==> config.mk <==
export PLATFORM = sky130hd
export DESIGN_NAME = zmodem_sender_flow_control_top
export DESIGN_NICKNAME = d
export VERILOG_FILES = /design/src/sv/zsfc_pkg.sv /design/src/sv/zmodem_sender_flow_control_top.sv /design/src/sv/zsfc_front.sv /design/src/sv/zsfc_back.sv
export SDC_FILE = /design/constraint.sdc
export NUM_CORES = 1
export LEC_CHECK = 0
export BUFFER_PORTS_ARGS = -buffer_cell sky130_fd_sc_hd__buf_2
export CELL_PAD_IN_SITES_DETAIL_PLACEMENT = 0
export CELL_PAD_IN_SITES_GLOBAL_PLACEMENT = 1
export CORE_ASPECT_RATIO = 0.75
export CORE_MARGIN = 3
export CORE_UTILIZATION = 48
export DETAILED_ROUTE_END_ITERATION = 8
export HOLD_SLACK_MARGIN = 0.12
export PLACE_DENSITY = 0.92
export SYNTH_ARGS = -nofsm -noshare
export SYNTH_HDL_FRONTEND = slang
export SYNTH_SLANG_ARGS = --single-unit
==> constraint.sdc <==
create_clock -name clk -period 7.3 [get_ports clk]
set_input_delay 1.46 -clock clk [delete_from_list [all_inputs] [get_ports clk]]
set_output_delay 1.46 -clock clk [all_outputs]
set_load 0.005 [all_outputs]
==> src/sv/zsfc_pkg.sv <==
// Shared types, codes and constants of the Zmodem sender flow-control block.
// Used by the front, back, top level and checker; depends on nothing.
package zsfc_pkg;

  // Widths and limits
  localparam int POS_BITS    = 31;
  localparam int MAX_BLOCK   = 8192;
  localparam int MIN_BLOCK   = 32;
  localparam int BLK_W       = 14;
  localparam int CFG_W       = 16;
  localparam int CFG_IDX_W   = 2;
  localparam int FILL_W      = 17;
  localparam int RETRY_W     = 4;
  localparam int JUNK_W      = 3;
  localparam int RETRY_FATAL = 12;
  localparam int RETRY_HALVE = 4;
  localparam int RETRY_MAX   = 15;
  localparam int JUNK_LIMIT  = 3;
  localparam int JUNK_SAT    = 4;
  localparam int QDEPTH      = 2;
  localparam int QPTR_W      = $clog2(QDEPTH);

  // Raw action codes on the input channel
  localparam logic [2:0] ACT_SET_POS   = 3'd0;
  localparam logic [2:0] ACT_BEGIN_HDR = 3'd1;
  localparam logic [2:0] ACT_BLOCK     = 3'd2;
  localparam logic [2:0] ACT_HEADER    = 3'd3;
  localparam logic [2:0] ACT_JUNK      = 3'd4;

  // Raw frame kinds of a received header
  localparam logic [2:0] FRK_ACK    = 3'd0;
  localparam logic [2:0] FRK_REPOS  = 3'd1;
  localparam logic [2:0] FRK_RINIT  = 3'd2;
  localparam logic [2:0] FRK_SKIP   = 3'd3;
  localparam logic [2:0] FRK_FATAL  = 3'd4;
  localparam logic [2:0] FRK_HANGUP = 3'd5;

  // Subpacket end codes
  localparam logic [2:0] SUB_NONE = 3'd0;
  localparam logic [2:0] SUB_CRCG = 3'd1;
  localparam logic [2:0] SUB_CRCQ = 3'd2;
  localparam logic [2:0] SUB_CRCW = 3'd3;
  localparam logic [2:0] SUB_CRCE = 3'd4;

  // Verdict codes
  localparam logic [3:0] VRD_NONE      = 4'd0;
  localparam logic [3:0] VRD_KEEP_WAIT = 4'd1;
  localparam logic [3:0] VRD_NAK_WAIT  = 4'd2;
  localparam logic [3:0] VRD_ACKED     = 4'd3;
  localparam logic [3:0] VRD_RESEND    = 4'd4;
  localparam logic [3:0] VRD_RX_AHEAD  = 4'd5;
  localparam logic [3:0] VRD_SKIP      = 4'd6;
  localparam logic [3:0] VRD_RINIT     = 4'd7;
  localparam logic [3:0] VRD_FATAL     = 4'd8;
  localparam logic [3:0] VRD_HANGUP    = 4'd9;

  // Configuration register indexes
  localparam logic [CFG_IDX_W-1:0] CFG_RX_BUFFER_LEN   = 2'd0;
  localparam logic [CFG_IDX_W-1:0] CFG_TX_WINDOW       = 2'd1;
  localparam logic [CFG_IDX_W-1:0] CFG_ACK_SPACING     = 2'd2;
  localparam logic [CFG_IDX_W-1:0] CFG_START_BLOCK_LEN = 2'd3;

  // Reset value of the block length
  localparam logic [BLK_W-1:0] BLK_RESET = 14'd1024;

  // Classified operation handed from front to back
  typedef enum logic [2:0] {
    OP_NONE,
    OP_SET_POS,
    OP_BEGIN_HDR,
    OP_BLOCK,
    OP_HEADER,
    OP_JUNK
  } op_t;

  // Classified frame kind
  typedef enum logic [2:0] {
    FR_ACK,
    FR_REPOS,
    FR_RINIT,
    FR_SKIP,
    FR_FATAL,
    FR_HANGUP,
    FR_OTHER
  } frame_t;

  // Input transfer payload
  typedef struct packed {
    logic [2:0]          action;
    logic [BLK_W-1:0]    block_bytes;
    logic                end_of_file;
    logic [2:0]          frame_kind;
    logic [POS_BITS-1:0] frame_position;
    logic                want_any_ack;
  } in_payload_t;

  // Result transfer payload
  typedef struct packed {
    logic [2:0]          subpacket_end;
    logic [3:0]          verdict;
    logic                window_full;
    logic [POS_BITS-1:0] send_position;
    logic [BLK_W-1:0]    block_length;
  } out_payload_t;

  // Classified item held in the queue
  typedef struct packed {
    op_t                 op;
    frame_t              kind;
    logic [BLK_W-1:0]    bytes;
    logic                eof;
    logic [POS_BITS-1:0] pos;
    logic                any_ack;
  } item_t;

  // Queue head as seen by the back part
  typedef struct packed {
    logic  valid;
    item_t item;
  } queue_head_t;

  // Configuration write
  typedef struct packed {
    logic                 we;
    logic [CFG_IDX_W-1:0] index;
    logic [CFG_W-1:0]     data;
  } cfg_wr_t;

  // Limit a block length to the legal range
  function automatic logic [BLK_W-1:0] clamp_block(input logic [BLK_W-1:0] v);
    logic [BLK_W-1:0] r;
    if (v < BLK_W'(MIN_BLOCK)) begin
      r = BLK_W'(MIN_BLOCK);
    end else if (v > BLK_W'(MAX_BLOCK)) begin
      r = BLK_W'(MAX_BLOCK);
    end else begin
      r = v;
    end
    return r;
  endfunction

endpackage

==> src/sv/zmodem_sender_flow_control_top.sv <==
// Top level of the Zmodem sender data-phase flow controller.
// Depends on zsfc_pkg, zsfc_front and zsfc_back.
//
// The block takes one event per cycle while the queue has room and returns one
// result per event, in order. An input transfer is written into the two-entry
// queue of the front part; the back part then updates positions, credit and
// window fill and registers the result, one item per clock while the output
// does not stall. Configuration writes take effect at once and must be made
// while no event is in flight; writing the start block length also reloads the
// current block length, clamped to 32..8192.
module zmodem_sender_flow_control_top (
  input  logic                            clk,
  input  logic                            rst_n,
  input  logic                            in_valid,
  output logic                            in_stall,
  input  zsfc_pkg::in_payload_t           in_payload,
  output logic                            out_valid,
  input  logic                            out_stall,
  output zsfc_pkg::out_payload_t          out_payload,
  input  logic                            cfg_we,
  input  logic [zsfc_pkg::CFG_IDX_W-1:0]  cfg_index,
  input  logic [zsfc_pkg::CFG_W-1:0]      cfg_data
);

  zsfc_pkg::queue_head_t head;
  zsfc_pkg::cfg_wr_t     cfg;
  logic                  pop;

  // Gather the configuration write
  assign cfg.we    = cfg_we;
  assign cfg.index = cfg_index;
  assign cfg.data  = cfg_data;

  // Accept and classify events
  zsfc_front u_front (
    .clk        (clk),
    .rst_n      (rst_n),
    .in_valid   (in_valid),
    .in_stall   (in_stall),
    .in_payload (in_payload),
    .head       (head),
    .pop        (pop)
  );

  // Carry out events and hold results
  zsfc_back u_back (
    .clk         (clk),
    .rst_n       (rst_n),
    .cfg         (cfg),
    .head        (head),
    .pop         (pop),
    .out_valid   (out_valid),
    .out_stall   (out_stall),
    .out_payload (out_payload)
  );

endmodule

==> src/sv/zsfc_front.sv <==
// Front part: accepts input transfers, classifies them and queues them.
// Depends on zsfc_pkg.
module zsfc_front (
  input  logic                 clk,
  input  logic                 rst_n,
  input  logic                 in_valid,
  output logic                 in_stall,
  input  zsfc_pkg::in_payload_t in_payload,
  output zsfc_pkg::queue_head_t head,
  input  logic                 pop
);

  zsfc_pkg::item_t               q_r [zsfc_pkg::QDEPTH];
  logic [zsfc_pkg::QPTR_W-1:0]   wr_ptr_r, wr_ptr_nxt;
  logic [zsfc_pkg::QPTR_W-1:0]   rd_ptr_r, rd_ptr_nxt;
  logic [zsfc_pkg::QPTR_W:0]     count_r, count_nxt;
  logic                          push;
  logic                          do_pop;
  zsfc_pkg::item_t               cls;

  // Classify the incoming transfer
  always_comb begin
    cls.eof     = in_payload.end_of_file;
    cls.pos     = in_payload.frame_position;
    cls.any_ack = in_payload.want_any_ack;
    if (in_payload.block_bytes > zsfc_pkg::BLK_W'(zsfc_pkg::MAX_BLOCK)) begin
      cls.bytes = zsfc_pkg::BLK_W'(zsfc_pkg::MAX_BLOCK);
    end else begin
      cls.bytes = in_payload.block_bytes;
    end
    case (in_payload.action)
      zsfc_pkg::ACT_SET_POS:   cls.op = zsfc_pkg::OP_SET_POS;
      zsfc_pkg::ACT_BEGIN_HDR: cls.op = zsfc_pkg::OP_BEGIN_HDR;
      zsfc_pkg::ACT_BLOCK:     cls.op = zsfc_pkg::OP_BLOCK;
      zsfc_pkg::ACT_HEADER:    cls.op = zsfc_pkg::OP_HEADER;
      zsfc_pkg::ACT_JUNK:      cls.op = zsfc_pkg::OP_JUNK;
      default:                 cls.op = zsfc_pkg::OP_NONE;
    endcase
    case (in_payload.frame_kind)
      zsfc_pkg::FRK_ACK:    cls.kind = zsfc_pkg::FR_ACK;
      zsfc_pkg::FRK_REPOS:  cls.kind = zsfc_pkg::FR_REPOS;
      zsfc_pkg::FRK_RINIT:  cls.kind = zsfc_pkg::FR_RINIT;
      zsfc_pkg::FRK_SKIP:   cls.kind = zsfc_pkg::FR_SKIP;
      zsfc_pkg::FRK_FATAL:  cls.kind = zsfc_pkg::FR_FATAL;
      zsfc_pkg::FRK_HANGUP: cls.kind = zsfc_pkg::FR_HANGUP;
      default:              cls.kind = zsfc_pkg::FR_OTHER;
    endcase
  end

  // Queue control
  always_comb begin
    in_stall   = (count_r == (zsfc_pkg::QPTR_W+1)'(zsfc_pkg::QDEPTH));
    push       = in_valid && !in_stall;
    do_pop     = pop && (count_r != '0);
    wr_ptr_nxt = push ? wr_ptr_r + 1'b1 : wr_ptr_r;
    rd_ptr_nxt = do_pop ? rd_ptr_r + 1'b1 : rd_ptr_r;
    count_nxt  = count_r;
    if (push && !do_pop) begin
      count_nxt = count_r + 1'b1;
    end else if (!push && do_pop) begin
      count_nxt = count_r - 1'b1;
    end
    head.valid = (count_r != '0);
    head.item  = q_r[rd_ptr_r];
  end

  // Queue pointers and fill count
  always_ff @(posedge clk) begin
    if (!rst_n) begin
      wr_ptr_r <= '0;
      rd_ptr_r <= '0;
      count_r  <= '0;
    end else begin
      wr_ptr_r <= wr_ptr_nxt;
      rd_ptr_r <= rd_ptr_nxt;
      count_r  <= count_nxt;
    end
  end

  // Queue storage
  always_ff @(posedge clk) begin
    if (push) begin
      q_r[wr_ptr_r] <= cls;
    end
  end

endmodule

==> src/sv/zsfc_back.sv <==
// Back part: configuration registers, flow-control state and result register.
// Depends on zsfc_pkg; fed from the queue of zsfc_front.
module zsfc_back (
  input  logic                  clk,
  input  logic                  rst_n,
  input  zsfc_pkg::cfg_wr_t     cfg,
  input  zsfc_pkg::queue_head_t head,
  output logic                  pop,
  output logic                  out_valid,
  input  logic                  out_stall,
  output zsfc_pkg::out_payload_t out_payload
);

  localparam int PW = zsfc_pkg::POS_BITS;
  localparam int BW = zsfc_pkg::BLK_W;
  localparam int CW = zsfc_pkg::CFG_W;
  localparam int FW = zsfc_pkg::FILL_W;

  // Configuration
  logic [CW-1:0] rx_buf_r, tx_win_r, ack_sp_r;

  // Flow-control state
  logic [PW-1:0] send_r, send_nxt;
  logic [PW-1:0] acked_r, acked_nxt;
  logic          sync_vld_r, sync_vld_nxt;
  logic [PW-1:0] sync_pt_r, sync_pt_nxt;
  logic [zsfc_pkg::RETRY_W-1:0] retry_r, retry_nxt, retry_inc;
  logic [BW-1:0] blk_r, blk_nxt;
  logic [CW-1:0] credit_r, credit_nxt;
  logic [FW-1:0] fill_r, fill_nxt;
  logic [FW:0]   fill_sum;
  logic [FW-1:0] fill_sat;
  logic [zsfc_pkg::JUNK_W-1:0] junk_r, junk_nxt;
  logic [PW:0]   send_sum;

  // Result register
  logic          out_valid_r;
  logic [2:0]    o_sub_r, sub_nxt;
  logic [3:0]    o_vrd_r, vrd_nxt;
  logic [PW-1:0] o_send_r, o_acked_r;
  logic [BW-1:0] o_blk_r;
  logic [PW:0]   gap;

  zsfc_pkg::item_t it;
  logic            take;

  assign it   = head.item;
  assign take = head.valid && (!out_valid_r || !out_stall);
  assign pop  = take;

  // Next state for one item
  always_comb begin
    send_nxt     = send_r;
    acked_nxt    = acked_r;
    sync_vld_nxt = sync_vld_r;
    sync_pt_nxt  = sync_pt_r;
    retry_nxt    = retry_r;
    blk_nxt      = blk_r;
    credit_nxt   = credit_r;
    fill_nxt     = fill_r;
    junk_nxt     = junk_r;
    sub_nxt      = zsfc_pkg::SUB_NONE;
    vrd_nxt      = zsfc_pkg::VRD_NONE;
    send_sum     = {1'b0, send_r} + (PW+1)'(it.bytes);
    fill_sum     = {1'b0, fill_r} + (FW+1)'(it.bytes);
    fill_sat     = fill_sum[FW] ? {FW{1'b1}} : fill_sum[FW-1:0];
    retry_inc    = (retry_r < zsfc_pkg::RETRY_W'(zsfc_pkg::RETRY_MAX)) ?
                   retry_r + 1'b1 : retry_r;
    case (it.op)
      zsfc_pkg::OP_SET_POS: begin
        send_nxt     = it.pos;
        acked_nxt    = it.pos;
        sync_vld_nxt = (it.pos != '0);
        sync_pt_nxt  = it.pos - 1'b1;
        retry_nxt    = '0;
        junk_nxt     = '0;
      end
      zsfc_pkg::OP_BEGIN_HDR: begin
        credit_nxt = rx_buf_r;
        fill_nxt   = '0;
      end
      zsfc_pkg::OP_BLOCK: begin
        // Choose the subpacket end
        if (it.eof) begin
          sub_nxt = zsfc_pkg::SUB_CRCE;
        end else if (junk_r > zsfc_pkg::JUNK_W'(zsfc_pkg::JUNK_LIMIT)) begin
          sub_nxt = zsfc_pkg::SUB_CRCW;
        end else if (sync_vld_r && (send_r == sync_pt_r)) begin
          sub_nxt = zsfc_pkg::SUB_CRCW;
        end else if ((rx_buf_r != '0) && ((CW+1)'(it.bytes) >= (CW+1)'(credit_r))) begin
          credit_nxt = '0;
          sub_nxt    = zsfc_pkg::SUB_CRCW;
        end else begin
          if (rx_buf_r != '0) begin
            credit_nxt = credit_r - CW'(it.bytes);
          end
          sub_nxt = zsfc_pkg::SUB_CRCG;
          if (tx_win_r != '0) begin
            if (fill_sat >= FW'(ack_sp_r)) begin
              fill_nxt = '0;
              sub_nxt  = zsfc_pkg::SUB_CRCQ;
            end else begin
              fill_nxt = fill_sat;
            end
          end
        end
        // Advance the send position, saturating
        send_nxt = send_sum[PW] ? {PW{1'b1}} : send_sum[PW-1:0];
        if (sub_nxt == zsfc_pkg::SUB_CRCW) begin
          junk_nxt = '0;
        end
      end
      zsfc_pkg::OP_HEADER: begin
        case (it.kind)
          zsfc_pkg::FR_ACK: begin
            acked_nxt = it.pos;
            vrd_nxt   = (it.any_ack || (send_r == it.pos)) ?
                        zsfc_pkg::VRD_ACKED : zsfc_pkg::VRD_KEEP_WAIT;
          end
          zsfc_pkg::FR_REPOS: begin
            if (it.pos > send_r) begin
              vrd_nxt = zsfc_pkg::VRD_RX_AHEAD;
            end else begin
              send_nxt     = it.pos;
              acked_nxt    = it.pos;
              sync_pt_nxt  = it.pos;
              sync_vld_nxt = 1'b1;
              vrd_nxt      = zsfc_pkg::VRD_RESEND;
              if (sync_vld_r && (sync_pt_r == it.pos)) begin
                // Same position asked again: count the retry
                retry_nxt = retry_inc;
                if (retry_inc > zsfc_pkg::RETRY_W'(zsfc_pkg::RETRY_FATAL)) begin
                  vrd_nxt = zsfc_pkg::VRD_FATAL;
                end else if ((retry_inc > zsfc_pkg::RETRY_W'(zsfc_pkg::RETRY_HALVE)) &&
                             (blk_r > BW'(zsfc_pkg::MIN_BLOCK))) begin
                  blk_nxt = blk_r >> 1;
                end
              end else begin
                retry_nxt = '0;
              end
            end
          end
          zsfc_pkg::FR_RINIT:  vrd_nxt = zsfc_pkg::VRD_RINIT;
          zsfc_pkg::FR_SKIP:   vrd_nxt = zsfc_pkg::VRD_SKIP;
          zsfc_pkg::FR_FATAL:  vrd_nxt = zsfc_pkg::VRD_FATAL;
          zsfc_pkg::FR_HANGUP: vrd_nxt = zsfc_pkg::VRD_HANGUP;
          default:             vrd_nxt = zsfc_pkg::VRD_NAK_WAIT;
        endcase
      end
      zsfc_pkg::OP_JUNK: begin
        if (junk_r < zsfc_pkg::JUNK_W'(zsfc_pkg::JUNK_SAT)) begin
          junk_nxt = junk_r + 1'b1;
        end
      end
      default: begin
      end
    endcase
  end

  // Configuration registers; the block-length write also reloads the length
  always_ff @(posedge clk) begin
    if (!rst_n) begin
      rx_buf_r <= '0;
      tx_win_r <= '0;
      ack_sp_r <= '0;
    end else if (cfg.we) begin
      case (cfg.index)
        zsfc_pkg::CFG_RX_BUFFER_LEN: rx_buf_r <= cfg.data;
        zsfc_pkg::CFG_TX_WINDOW:     tx_win_r <= cfg.data;
        zsfc_pkg::CFG_ACK_SPACING:   ack_sp_r <= cfg.data;
        default: begin
        end
      endcase
    end
  end

  // Flow-control state, updated once per item taken from the queue; a start block-length write reloads the length
  always_ff @(posedge clk) begin
    if (!rst_n) begin
      send_r     <= '0;
      acked_r    <= '0;
      sync_vld_r <= 1'b0;
      sync_pt_r  <= '0;
      retry_r    <= '0;
      blk_r      <= zsfc_pkg::BLK_RESET;
      credit_r   <= '0;
      fill_r     <= '0;
      junk_r     <= '0;
    end else begin
      if (take) begin
        send_r     <= send_nxt;
        acked_r    <= acked_nxt;
        sync_vld_r <= sync_vld_nxt;
        sync_pt_r  <= sync_pt_nxt;
        retry_r    <= retry_nxt;
        credit_r   <= credit_nxt;
        fill_r     <= fill_nxt;
        junk_r     <= junk_nxt;
      end
      if (cfg.we && (cfg.index == zsfc_pkg::CFG_START_BLOCK_LEN)) begin
        blk_r <= zsfc_pkg::clamp_block(cfg.data[BW-1:0]);
      end else if (take) begin
        blk_r <= blk_nxt;
      end
    end
  end

  // Result register valid flag
  always_ff @(posedge clk) begin
    if (!rst_n) begin
      out_valid_r <= 1'b0;
    end else if (take) begin
      out_valid_r <= 1'b1;
    end else if (!out_stall) begin
      out_valid_r <= 1'b0;
    end
  end

  // Result register payload
  always_ff @(posedge clk) begin
    if (take) begin
      o_sub_r   <= sub_nxt;
      o_vrd_r   <= vrd_nxt;
      o_send_r  <= send_nxt;
      o_acked_r <= acked_nxt;
      o_blk_r   <= blk_nxt;
    end
  end

  // Window-full flag from the registered positions
  always_comb begin
    gap                       = {1'b0, o_send_r} - {1'b0, o_acked_r};
    out_valid                 = out_valid_r;
    out_payload.subpacket_end = o_sub_r;
    out_payload.verdict       = o_vrd_r;
    out_payload.window_full   = (tx_win_r != '0) && !gap[PW] &&
                                (gap[PW-1:0] >= PW'(tx_win_r));
    out_payload.send_position = o_send_r;
    out_payload.block_length  = o_blk_r;
  end

endmodule

==> impl_metrics.py, run 1 <==
metrics = {
    "floorplan": {
        "rows": 68,
        "die_w_um": 256,
        "ios": 131,
        "die_height_um": 194,
        "floorplan.die_area_um2": 49700,
        "core_area_um2": 46200,
        "floorplan.initialDensity_pct": 48.8,
    },
    "power": {
        "power.density_nw_per_um2": 465,
        "power.combinational.fraction_pct": 52.0,
        "seqPwrFrac_pct": 29.7,
        "internal_power_w": 0.00656,
        "p_clk_share_pct": 18.3,
        "post-layout-total-power_w": 0.0117,
        "irDropWorstVdd_v": 0.000221,
        "static-leakage-power_nw": 9.57,
        "power.share.switching_pct": 43.9,
        "switching_power_w": 0.00513,
    },
    "timing": {
        "worst_pin_slew_ns": 1.43,
        "timing.setup.tns_ns": 0,
        "achievable-frequency_mhz": 151,
        "hold_ws_ns": 0.454,
        "unrepaired_setup_endpoints_after_global_routing": "false",
        "portion_of_the_clock_cycle_consumed_by_the_worst_path_in_the_final_layout_pct": 90.6,
        "setup_viol": 0,
        "final-max-slew-violation-count": 0,
        "post-route-min-period_ns": 6.62,
        "max_slew_margin_pct": 3.79,
        "clock_skew_ns": 0.0261,
        "layout_setup_ws_ns": 0.684,
        "hold_violations": 0,
    },
    "setup_path": {
        "crit_buf_inv": 1,
        "worst_path_largest_cell_delay_ns": 0.43,
        "path_max_fanout": 6,
        "critPathLaunchType": "flop",
        "worstSetupEndpointType": "primary output",
        "timing.setup.critical_path_class": "flop to primary output",
        "crit_path_frequent_cell": "o21ai_0",
        "critical_path_arrival_ns": 5.16,
        "kind_of_cell_with_the_highest_combined_delay_on_the_critical_path": "compound AO/OA/AOI/OAI gates",
        "crit_path_max_delay_cell_type": "edfxtp_1",
        "timing.critical_path.required_ns": 5.84,
        "cp_cell_instances": "ha_1, a21o_1, a21oi_1, o21ai_0, o21a_1, o21ai_0, nand2b_1, a31o_2, a21o_1, a21oi_1, xnor2_1, ha_1, a221oi_1, o21ai_0, nor4b_1, nand4_1, a41oi_1, nand4_1, or4_1, nor3_1, a41oi_1, buf_2",
    },
    "min_path": {
        "timing.hold.worst.class": "flop to flop",
    },
    "cells_and_area": {
        "layout-drive-gt1-share_pct": 12.3,
        "nets": 2772,
        "flow.area_growth_from_synthesis_pct": 11.5,
        "final_util_pct": 54.5,
        "antenna_cells_inserted": 0,
    },
    "synth": {
        "synth.net_count": 2681,
        "ys.flop_type": "dfxtp_1",
        "ys_ff_latch": 391,
        "ys_seq_area_share_pct": 43.1,
        "synth.cell_area_um2": 22600,
        "synth.lib_cells_used.distinct": 85,
        "synth-warning-count": 0,
        "synth_async_sr_flop_share_pct": 0,
        "synth_enable_flop_cells": 189,
        "netlist_instances": 2460,
        "syn-mean-instance-area_um2": 9.17,
    },
    "detailed_routing": {
        "remaining_drc_errors": 0,
        "totalWireLength_um": 66900,
        "routed_via_density": 5.96,
        "antenna_violating_nets_post_route": 0,
        "initialDrtViolationCount": 2203,
        "routed-via-count": 19100,
        "route.detailed.wl_per_inst_um": 20.8,
        "drt-pass1-iter-count": 6,
    },
    "clocking": {
        "h_tree_depth": 2,
        "clkLatencyLatePin_ns": 0.56,
        "post-cts-setup-buffer-count": 0,
        "numCtsBuffers": 41,
        "clock_tree.root_cell": "clkbuf_16",
        "post_cts_resize_count": 0,
        "postCtsHoldBufs": 0,
        "cts-root-to-sink-buffers": 3,
        "cts_tree": "done",
        "cts.sinks": 391,
        "clk_pin_slew_ns": 0.06,
    },
    "global_routing": {
        "grt_use_total_pct": 26.0,
        "global_route_wire_length_before_repair_um": 103000,
        "global_route.overflow_total": 0,
        "grt_start_max_net_pins": 83,
        "grt_pass1_vias": 18000,
        "antenna_violations_before_repair": 5,
    },
    "place": {
        "count_of_port_buffers_added_during_placement": 130,
        "placement.setup.worst_slack_ns": 1.26,
        "dpl.hpwl_um": 50200,
        "place_congestion": 0.977,
    },
    "run": {
        "max_cap_viols": 0,
    },
    "outcome": {
        "status": "complete, no violations",
    },
}
cell type report:
type,instances,area (µm²)
flip-flops and latches,391,9720
inverters,160,606
fillers,4085,21000
multi-input cells,1802,11800
clock inverters,29,302
well taps,630,788
repair buffers,155,838
clock buffers,46,1050
synth_stat cells, types with 41 or more instances:
cell | count | area [µm²]
nand2_1 | 277 | 1040
nor3_1 | 41 | 205
clkbuf_1 | 89 | 334
nand3_1 | 53 | 265
nor2_1 | 190 | 713
dfxtp_1 | 202 | 4040
inv_1 | 155 | 582
xnor2_1 | 106 | 928
o21ai_0 | 134 | 671
a211oi_1 | 45 | 338
edfxtp_1 | 189 | 5680
ha_1 | 141 | 1760
a21oi_1 | 240 | 1200
final timing paths:
path | end | slack, ns | cells past startpoint | from
setup / recovery | out_payload[45] | 0.68 | 22 | u_back.o_send_r[7]
hold reg to reg | u_back.acked_r[3] | 0.45 | 2 | u_back.acked_r[3]
setup reg to reg | u_back.fill_r[2] | 1.12 | 21 | flop
hold / removal | u_back.acked_r[3] | 0.45 | 2 | u_back.acked_r[3]
layer usage:
metal  up-vias  track usage (%)  routed length [µm]
met5         -                0                  62
met1      9084             40.6               31600
met4        10             5.89                1240
met2       895             36.3               27100
met3       101             5.73                6960
li1       9055                -                   -
power groups by stage:
stage	clock, W	combinational, W	sequential (W)
2_1_floorplan	0	0.00427	0.00334
3_3_place_gp	0	0.00581	0.00348
3_5_place_dp	0	0.00592	0.00350
4_1_cts	0.00217	0.00596	0.00346
5_1_grt	0.00226	0.00666	0.00353
6_report	0.00214	0.00607	0.00348
state kept, by name (all words and copies together) (netlist names), 2 cells and up, named ones only:
register and flops:
u_front.q_r 106, u_back.fill_r 17, u_back.retry_r 4, u_back.ack_sp_r 16, u_back.o_send_r 31, u_back.sync_pt_r 31, u_front.count_r 2, u_back.junk_r 3
u_back.o_vrd_r 4, u_back.blk_r 14, u_back.tx_win_r 16, u_back.credit_r 16, u_back.send_r 31, u_back.o_sub_r 3, u_back.o_blk_r 14, u_back.acked_r 31
u_back.o_acked_r 31, u_back.rx_buf_r 16
cells by family after synthesis:
group                      synth area share, %
muxes                                     4.87
xor gates and xnor gates                  5.59
and+or+nand+nor                           16.1
AOI/OAI and AO/OA                         17.6
adders and majority gates                 8.17
DFF                                       43.1
buffers and inverters                     4.61
per-stage QoR:
step / area (µm²) / cells
after floorplan: 22600 / 2460
after global placement: 23800 / 3138
after detailed placement: 23800 / 3138
after CTS: 25200 / 3213
after global routing: 25200 / 3213
final: 25200 / 3213
placed cells by master (no fill, tap or decap), types with 10 or more instances in the layout:
master,instances
or3_1,11
o21ai_1,20
nand2_1,277
a221oi_1,10
inv_1,153
buf_2,130
a31oi_1,18
a21o_1,31
a22oi_1,26
o21ai_0,133
nor2_1,188
mux2i_1,40
a21oi_1,239
nor3_1,41
nand2b_1,20
ha_1,141
mux2_2,39
nor2b_1,33
nor4_1,36
a211oi_1,45
edfxtp_1,189
or2_2,10
nand4_1,36
nand3_1,53
o31ai_1,12
xnor2_1,106
buf_4,25
o21a_1,17
xor2_1,38
dfxtp_1,201
clkbuf_16,41
tightest hold or removal path, delay by kind of cell, from the launching register on:
family          cells  cell delay [ns]
compound gates      1             0.06
flops               1             0.31
simple gates        1             0.05
Power figures use the tool's default switching activity.
==> run 2: changes to the inputs <==
--- a/config.mk
+++ b/config.mk
@@ -14,6 +14,7 @@
 export DETAILED_ROUTE_END_ITERATION = 8
 export HOLD_SLACK_MARGIN = 0.12
 export PLACE_DENSITY = 0.92
+export REMOVE_ABC_BUFFERS = 1
 export SYNTH_ARGS = -nofsm -noshare
 export SYNTH_HDL_FRONTEND = slang
 export SYNTH_SLANG_ARGS = --single-unit
==> impl_metrics.py, run 2 (synthesis results as in run 1) <==
metrics = {
    "cells_and_area": {
        "nets": 2772,
        "final_common_cell": "nand2_1",
        "register_ranked_first_by_flip_flop_count": "u_front.q_r",
        "seq_area_um2": 9720,
        "layout_common_cells": "nand2_1, a21oi_1, dfxtp_1",
        "multiInputGateArea_um2": 11800,
        "flow.area_growth_from_synthesis_pct": 11.9,
        "layout-drive-gt1-share_pct": 12.1,
        "fillerInstances": 4078,
        "finalNonFillerCells": 3213,
        "antenna_cells_inserted": 0,
        "largest_reg_flops": 106,
    },
    "floorplan": {
        "floorplan.initialDensity_pct": 48.8,
        "core_area_um2": 46200,
        "rows": 68,
        "die_w_um": 256,
        "floorplan.die_area_um2": 49700,
        "die_height_um": 194,
        "ios": 131,
    },
    "timing": {
        "final-max-slew-violation-count": 0,
        "worst_pin_slew_ns": 1.29,
        "timing.setup.tns_ns": 0,
        "hold_ws_ns": 0.457,
        "hold_violations": 0,
        "layout_setup_ws_ns": 0.680,
        "setup_viol": 0,
        "achievable-frequency_mhz": 151,
        "portion_of_the_clock_cycle_consumed_by_the_worst_path_in_the_final_layout_pct": 90.7,
        "max_slew_margin_pct": 13.1,
        "post-route-min-period_ns": 6.62,
        "clock_skew_ns": 0.0371,
        "unrepaired_setup_endpoints_after_global_routing": "false",
    },
    "setup_path": {
        "worstSetupEndpointType": "primary output",
        "timing.critical_path.from": "u_back.o_send_r[7]",
        "rr_worst_depth": 20,
        "worstSetupEndpoint": "out_payload[45]",
        "timing.critical_path.required_ns": 5.84,
        "timing.setup.critical_path_class": "flop to primary output",
        "path_max_fanout": 6,
        "critical_path.reg2reg.endpoint": "u_back.fill_r[0]",
        "r2r_setup_slack_ns": 1.17,
        "critPathLaunchType": "flop",
        "critical_path_arrival_ns": 5.16,
    },
    "global_routing": {
        "grt_start_max_net_pins": 89,
        "grt_pass1_vias": 17700,
        "antenna_violations_before_repair": 3,
        "grt_use_total_pct": 25.9,
        "global_route_wire_length_before_repair_um": 102000,
        "global_route.overflow_total": 0,
    },
    "detailed_routing": {
        "routed_via_density": 5.97,
        "route.detailed.wl_per_inst_um": 20.6,
        "initialDrtViolationCount": 1993,
        "drt-pass1-iter-count": 6,
        "routed-via-count": 19200,
        "remaining_drc_errors": 0,
        "totalWireLength_um": 66300,
        "antenna_violating_nets_post_route": 0,
    },
    "power": {
        "power.density_nw_per_um2": 466,
        "irDropWorstVdd_v": 0.000291,
        "static-leakage-power_nw": 9.62,
        "post-layout-total-power_w": 0.0118,
    },
    "clocking": {
        "cts_tree": "done",
        "post-cts-setup-buffer-count": 0,
        "cts.sinks": 391,
        "numCtsBuffers": 41,
        "clk_pin_slew_ns": 0.07,
        "cts-root-to-sink-buffers": 3,
        "postCtsHoldBufs": 0,
        "clock_tree.root_cell": "clkbuf_16",
        "h_tree_depth": 2,
        "clkLatencyLatePin_ns": 0.58,
        "post_cts_resize_count": 0,
    },
    "place": {
        "post-place-cells": 3138,
        "placement.setup.worst_slack_ns": 1.25,
        "dpl.hpwl_um": 48900,
        "place_congestion": 0.947,
        "count_of_port_buffers_added_during_placement": 130,
    },
    "outcome": {
        "status": "complete, no violations",
    },
    "run": {
        "max_cap_viols": 0,
    },
    "min_path": {
        "timing.hold.worst.class": "flop to flop",
    },
}
[run 2: cell type report]
class / count / area share (%)
multi-input combinational: 1802 / 46.9
timing repair buffer: 155 / 3.32
tap: 630 / 3.12
clock buffer: 58 / 4.69
clock inverter: 17 / 1.04
inverter: 160 / 2.40
sequential: 391 / 38.5
[run 2: where the power goes]
part,internal [W],leakage (nW),switching [W]
sequential,0.00302,3.45,0.000437
clock,0.00135,0.700,0.000896
combinational,0.00231,5.46,0.00375
total,0.00668,9.62,0.00508
[run 2: metal layers]
| metal | global-route usage, % | routed length [µm] |
|---|---|---|
| met1 | 39.7 | 30700 |
| met2 | 37.1 | 27300 |
| met3 | 5.95 | 7040 |
| met4 | 5.38 | 1260 |
| met5 | 0 | 27 |
[run 2: through the flow]
step                cell area, µm²  utilization (%)
floorplan                    22100                -
global placement             23800             51.5
detailed placement           23800             51.5
CTS                          25300             54.7
global route                 25300             54.7
finish                       25300             54.7
[run 2: how the worst min path moves through the flow]
stage,startpoint,cells past startpoint,end,slack [ns]
floorplan,u_back.fill_r[0],2,u_back.fill_r[0],0.43
global placement,u_back.acked_r[20],2,u_back.acked_r[20],0.44
detailed placement,u_back.acked_r[7],2,u_back.acked_r[7],0.45
CTS,u_back.acked_r[7],2,u_back.acked_r[7],0.46
global route,u_back.acked_r[22],2,u_back.acked_r[22],0.48
finish,u_back.fill_r[8],2,u_back.fill_r[8],0.46
[run 2: critical path: stages, from the launching register on]
cell and delay, ns:
edfxtp_1 0.38, ha_1 0.41, a21o_1 0.24, a21oi_1 0.13
o21ai_0 0.14, o21a_1 0.24, o21ai_0 0.15, nand2b_1 0.10
a31o_2 0.27, a21o_1 0.17, a21oi_1 0.16, xnor2_1 0.08
ha_1 0.19, a221oi_1 0.19, o21ai_0 0.13, nor4b_1 0.29
nand4_1 0.12, a41oi_1 0.19, nand4_1 0.09, or4_1 0.43
nor3_1 0.19, a41oi_1 0.16, buf_2 0.16
==> run 3: changes to the inputs <==
--- a/config.mk
+++ b/config.mk
@@ -8,13 +8,14 @@
 export BUFFER_PORTS_ARGS = -buffer_cell sky130_fd_sc_hd__buf_2
 export CELL_PAD_IN_SITES_DETAIL_PLACEMENT = 0
 export CELL_PAD_IN_SITES_GLOBAL_PLACEMENT = 1
-export CORE_ASPECT_RATIO = 0.75
+export CORE_ASPECT_RATIO = 0.8
 export CORE_MARGIN = 3
 export CORE_UTILIZATION = 48
 export DETAILED_ROUTE_END_ITERATION = 8
 export HOLD_SLACK_MARGIN = 0.12
 export PLACE_DENSITY = 0.92
 export REMOVE_ABC_BUFFERS = 1
+export SLEW_MARGIN = 10
 export SYNTH_ARGS = -nofsm -noshare
 export SYNTH_HDL_FRONTEND = slang
 export SYNTH_SLANG_ARGS = --single-unit
==> impl_metrics.py, run 3 (synthesis results as in run 1) <==
metrics = {
    "global_routing": {
        "global_route_wire_length_before_repair_um": 100000,
        "grt_pass1_vias": 17800,
        "grt_use_total_pct": 25.5,
        "antenna_violations_before_repair": 0,
        "global_route.overflow_total": 0,
        "grt_start_max_net_pins": 82,
    },
    "clocking": {
        "numCtsBuffers": 42,
        "clkLatencyLatePin_ns": 0.57,
        "post_cts_resize_count": 0,
        "postCtsHoldBufs": 0,
        "h_tree_depth": 2,
        "cts-root-to-sink-buffers": 3,
        "cts.sinks": 391,
        "clock_tree.root_cell": "clkbuf_16",
        "post-cts-setup-buffer-count": 0,
        "cts_tree": "done",
        "clk_pin_slew_ns": 0.06,
    },
    "detailed_routing": {
        "routed-via-count": 19100,
        "antenna_violating_nets_post_route": 0,
        "routed_wire_length_on_met3_um": 6040,
        "remaining_drc_errors": 0,
        "initialDrtViolationCount": 1927,
        "drt-pass1-iter-count": 5,
        "met1Wirelength_um": 30400,
        "totalWireLength_um": 65300,
        "top_layer_used": "met4",
        "routed_via_density": 5.99,
        "met2WireLength_um": 27300,
        "route.detailed.wl_per_inst_um": 20.4,
    },
    "floorplan": {
        "core_area_um2": 46100,
        "floorplan.initialDensity_pct": 49.0,
        "rows": 70,
        "die_w_um": 248,
        "ios": 131,
        "die_height_um": 200,
        "floorplan.die_area_um2": 49700,
    },
    "setup_path": {
        "crit_path_max_delay_cell_type": "or4_1",
        "worstSetupEndpointType": "primary output",
        "worst_path_largest_cell_delay_ns": 0.44,
        "crit_path_frequent_cell": "o21ai_0",
        "timing.setup.critical_path_class": "flop to primary output",
        "cp_cell_instances": "ha_1, a21o_1, a21oi_1, o21ai_0, o21a_1, o21ai_0, nand2b_1, a31o_2, a21o_1, a21oi_1, xnor2_1, ha_1, a221oi_1, o21ai_0, nor4b_1, nand4_1, a41oi_1, nand4_1, or4_1, nor3_1, a41oi_1, buf_2",
        "crit_buf_inv": 1,
        "kind_of_cell_with_the_highest_combined_delay_on_the_critical_path": "compound AO/OA/AOI/OAI gates",
        "path_max_fanout": 6,
        "critical_path_arrival_ns": 5.27,
        "critPathLaunchType": "flop",
        "timing.critical_path.required_ns": 5.84,
    },
    "timing": {
        "max_slew_margin_pct": 20.6,
        "clock_skew_ns": 0.0260,
        "hold_ws_ns": 0.453,
        "final-max-slew-violation-count": 0,
        "setup_viol": 0,
        "achievable-frequency_mhz": 149,
        "post-route-min-period_ns": 6.73,
        "hold_violations": 0,
        "unrepaired_setup_endpoints_after_global_routing": "false",
        "portion_of_the_clock_cycle_consumed_by_the_worst_path_in_the_final_layout_pct": 92.1,
        "worst_pin_slew_ns": 1.18,
    },
    "power": {
        "power.density_nw_per_um2": 465,
        "irDropWorstVdd_v": 0.000253,
        "post-layout-total-power_w": 0.0117,
        "static-leakage-power_nw": 9.61,
    },
    "cells_and_area": {
        "nets": 2772,
        "final_util_pct": 54.7,
        "layout_common_cells": "nand2_1, a21oi_1, dfxtp_1",
        "layout-drive-gt1-share_pct": 12.4,
        "flow.area_growth_from_synthesis_pct": 11.7,
        "final_common_cell": "nand2_1",
        "antenna_cells_inserted": 0,
        "largest_reg_flops": 106,
        "register_ranked_first_by_flip_flop_count": "u_front.q_r",
    },
    "place": {
        "place_congestion": 0.973,
        "dpl.hpwl_um": 48300,
        "count_of_port_buffers_added_during_placement": 130,
    },
    "run": {
        "max_cap_viols": 0,
    },
    "min_path": {
        "timing.hold.worst.class": "flop to flop",
    },
    "outcome": {
        "status": "complete, no violations",
    },
}
run 3: cell count changes in the layout (fill, tap and decap cells not counted), moves of 2 or more:
cell | previous run | this run
bufinv_16 | 6 | 4
clkinv_2 | 2 | 7
clkbuf_1 | 11 | 7
inv_4 | 2 | 4
run 3: worst register-to-register path, stage by stage, from the launching register on:
cell and delay (ns):
dfxtp_4 0.48, mux2i_1 0.42, inv_1 0.15, ha_1 0.35, nor2b_1 0.20, a311o_1 0.23, a21o_1 0.18, a221oi_1 0.15
o311ai_1 0.43, nor2b_1 0.86, nor2_1 0.17, ha_1 0.33, nand2b_1 0.14, a21oi_1 0.14, o21ai_0 0.11, a21oi_1 0.14
o21ai_0 0.10, a211oi_1 0.25, o221ai_1 0.21, nand3b_1 0.54, o21ai_0 0.32
run 3: layout make-up:
type                            count  area, µm²
Inverter                          160        606
Clock inverter                     22        238
Tap cell                          612        766
Multi-Input combinational cell   1802      11900
Fill cell                        4134      20900
Timing Repair Buffer              154        831
Clock buffer                       55       1180
Sequential cell                   391       9720
run 3: per-layer routing:
metal	vias to the layer above	track usage [%]
met2	833	37.8
met3	107	4.38
met1	9140	38.1
met4	0	7.82
li1	9067	-
met5	-	0
run 3: path summary, 6_finish.rpt:
check / startpoint / end / slack, ns / depth (start not counted)
setup reg to reg: flop / u_back.fill_r[7] / 1.33 / 20
setup / recovery: u_back.o_send_r[7] / out_payload[45] / 0.57 / 22
hold / removal: u_back.acked_r[8] / u_back.acked_r[8] / 0.45 / 2
hold reg to reg: u_back.acked_r[8] / u_back.acked_r[8] / 0.45 / 2
run 3: power breakdown:
part	switching [W]	total [W]	internal, W
combinational	0.00373	0.00603	0.00231
clock	0.000921	0.00222	0.00130
sequential	0.000445	0.00346	0.00302
run 3: stage by stage:
| stage | TNS (ns) | instance area [µm²] | instances | setup WS (ns) |
|---|---|---|---|---|
| global placement | 0 | 23800 | 3119 | 1.32 |
| global route | 0 | 25200 | 3196 | 0.167 |
| detailed placement | 0 | 23800 | 3119 | 1.20 |
| finish | 0 | 25200 | 3196 | 0.574 |
| CTS | 0 | 25200 | 3196 | 0.596 |
| floorplan | -2.79 | 22100 | 2353 | -0.177 |
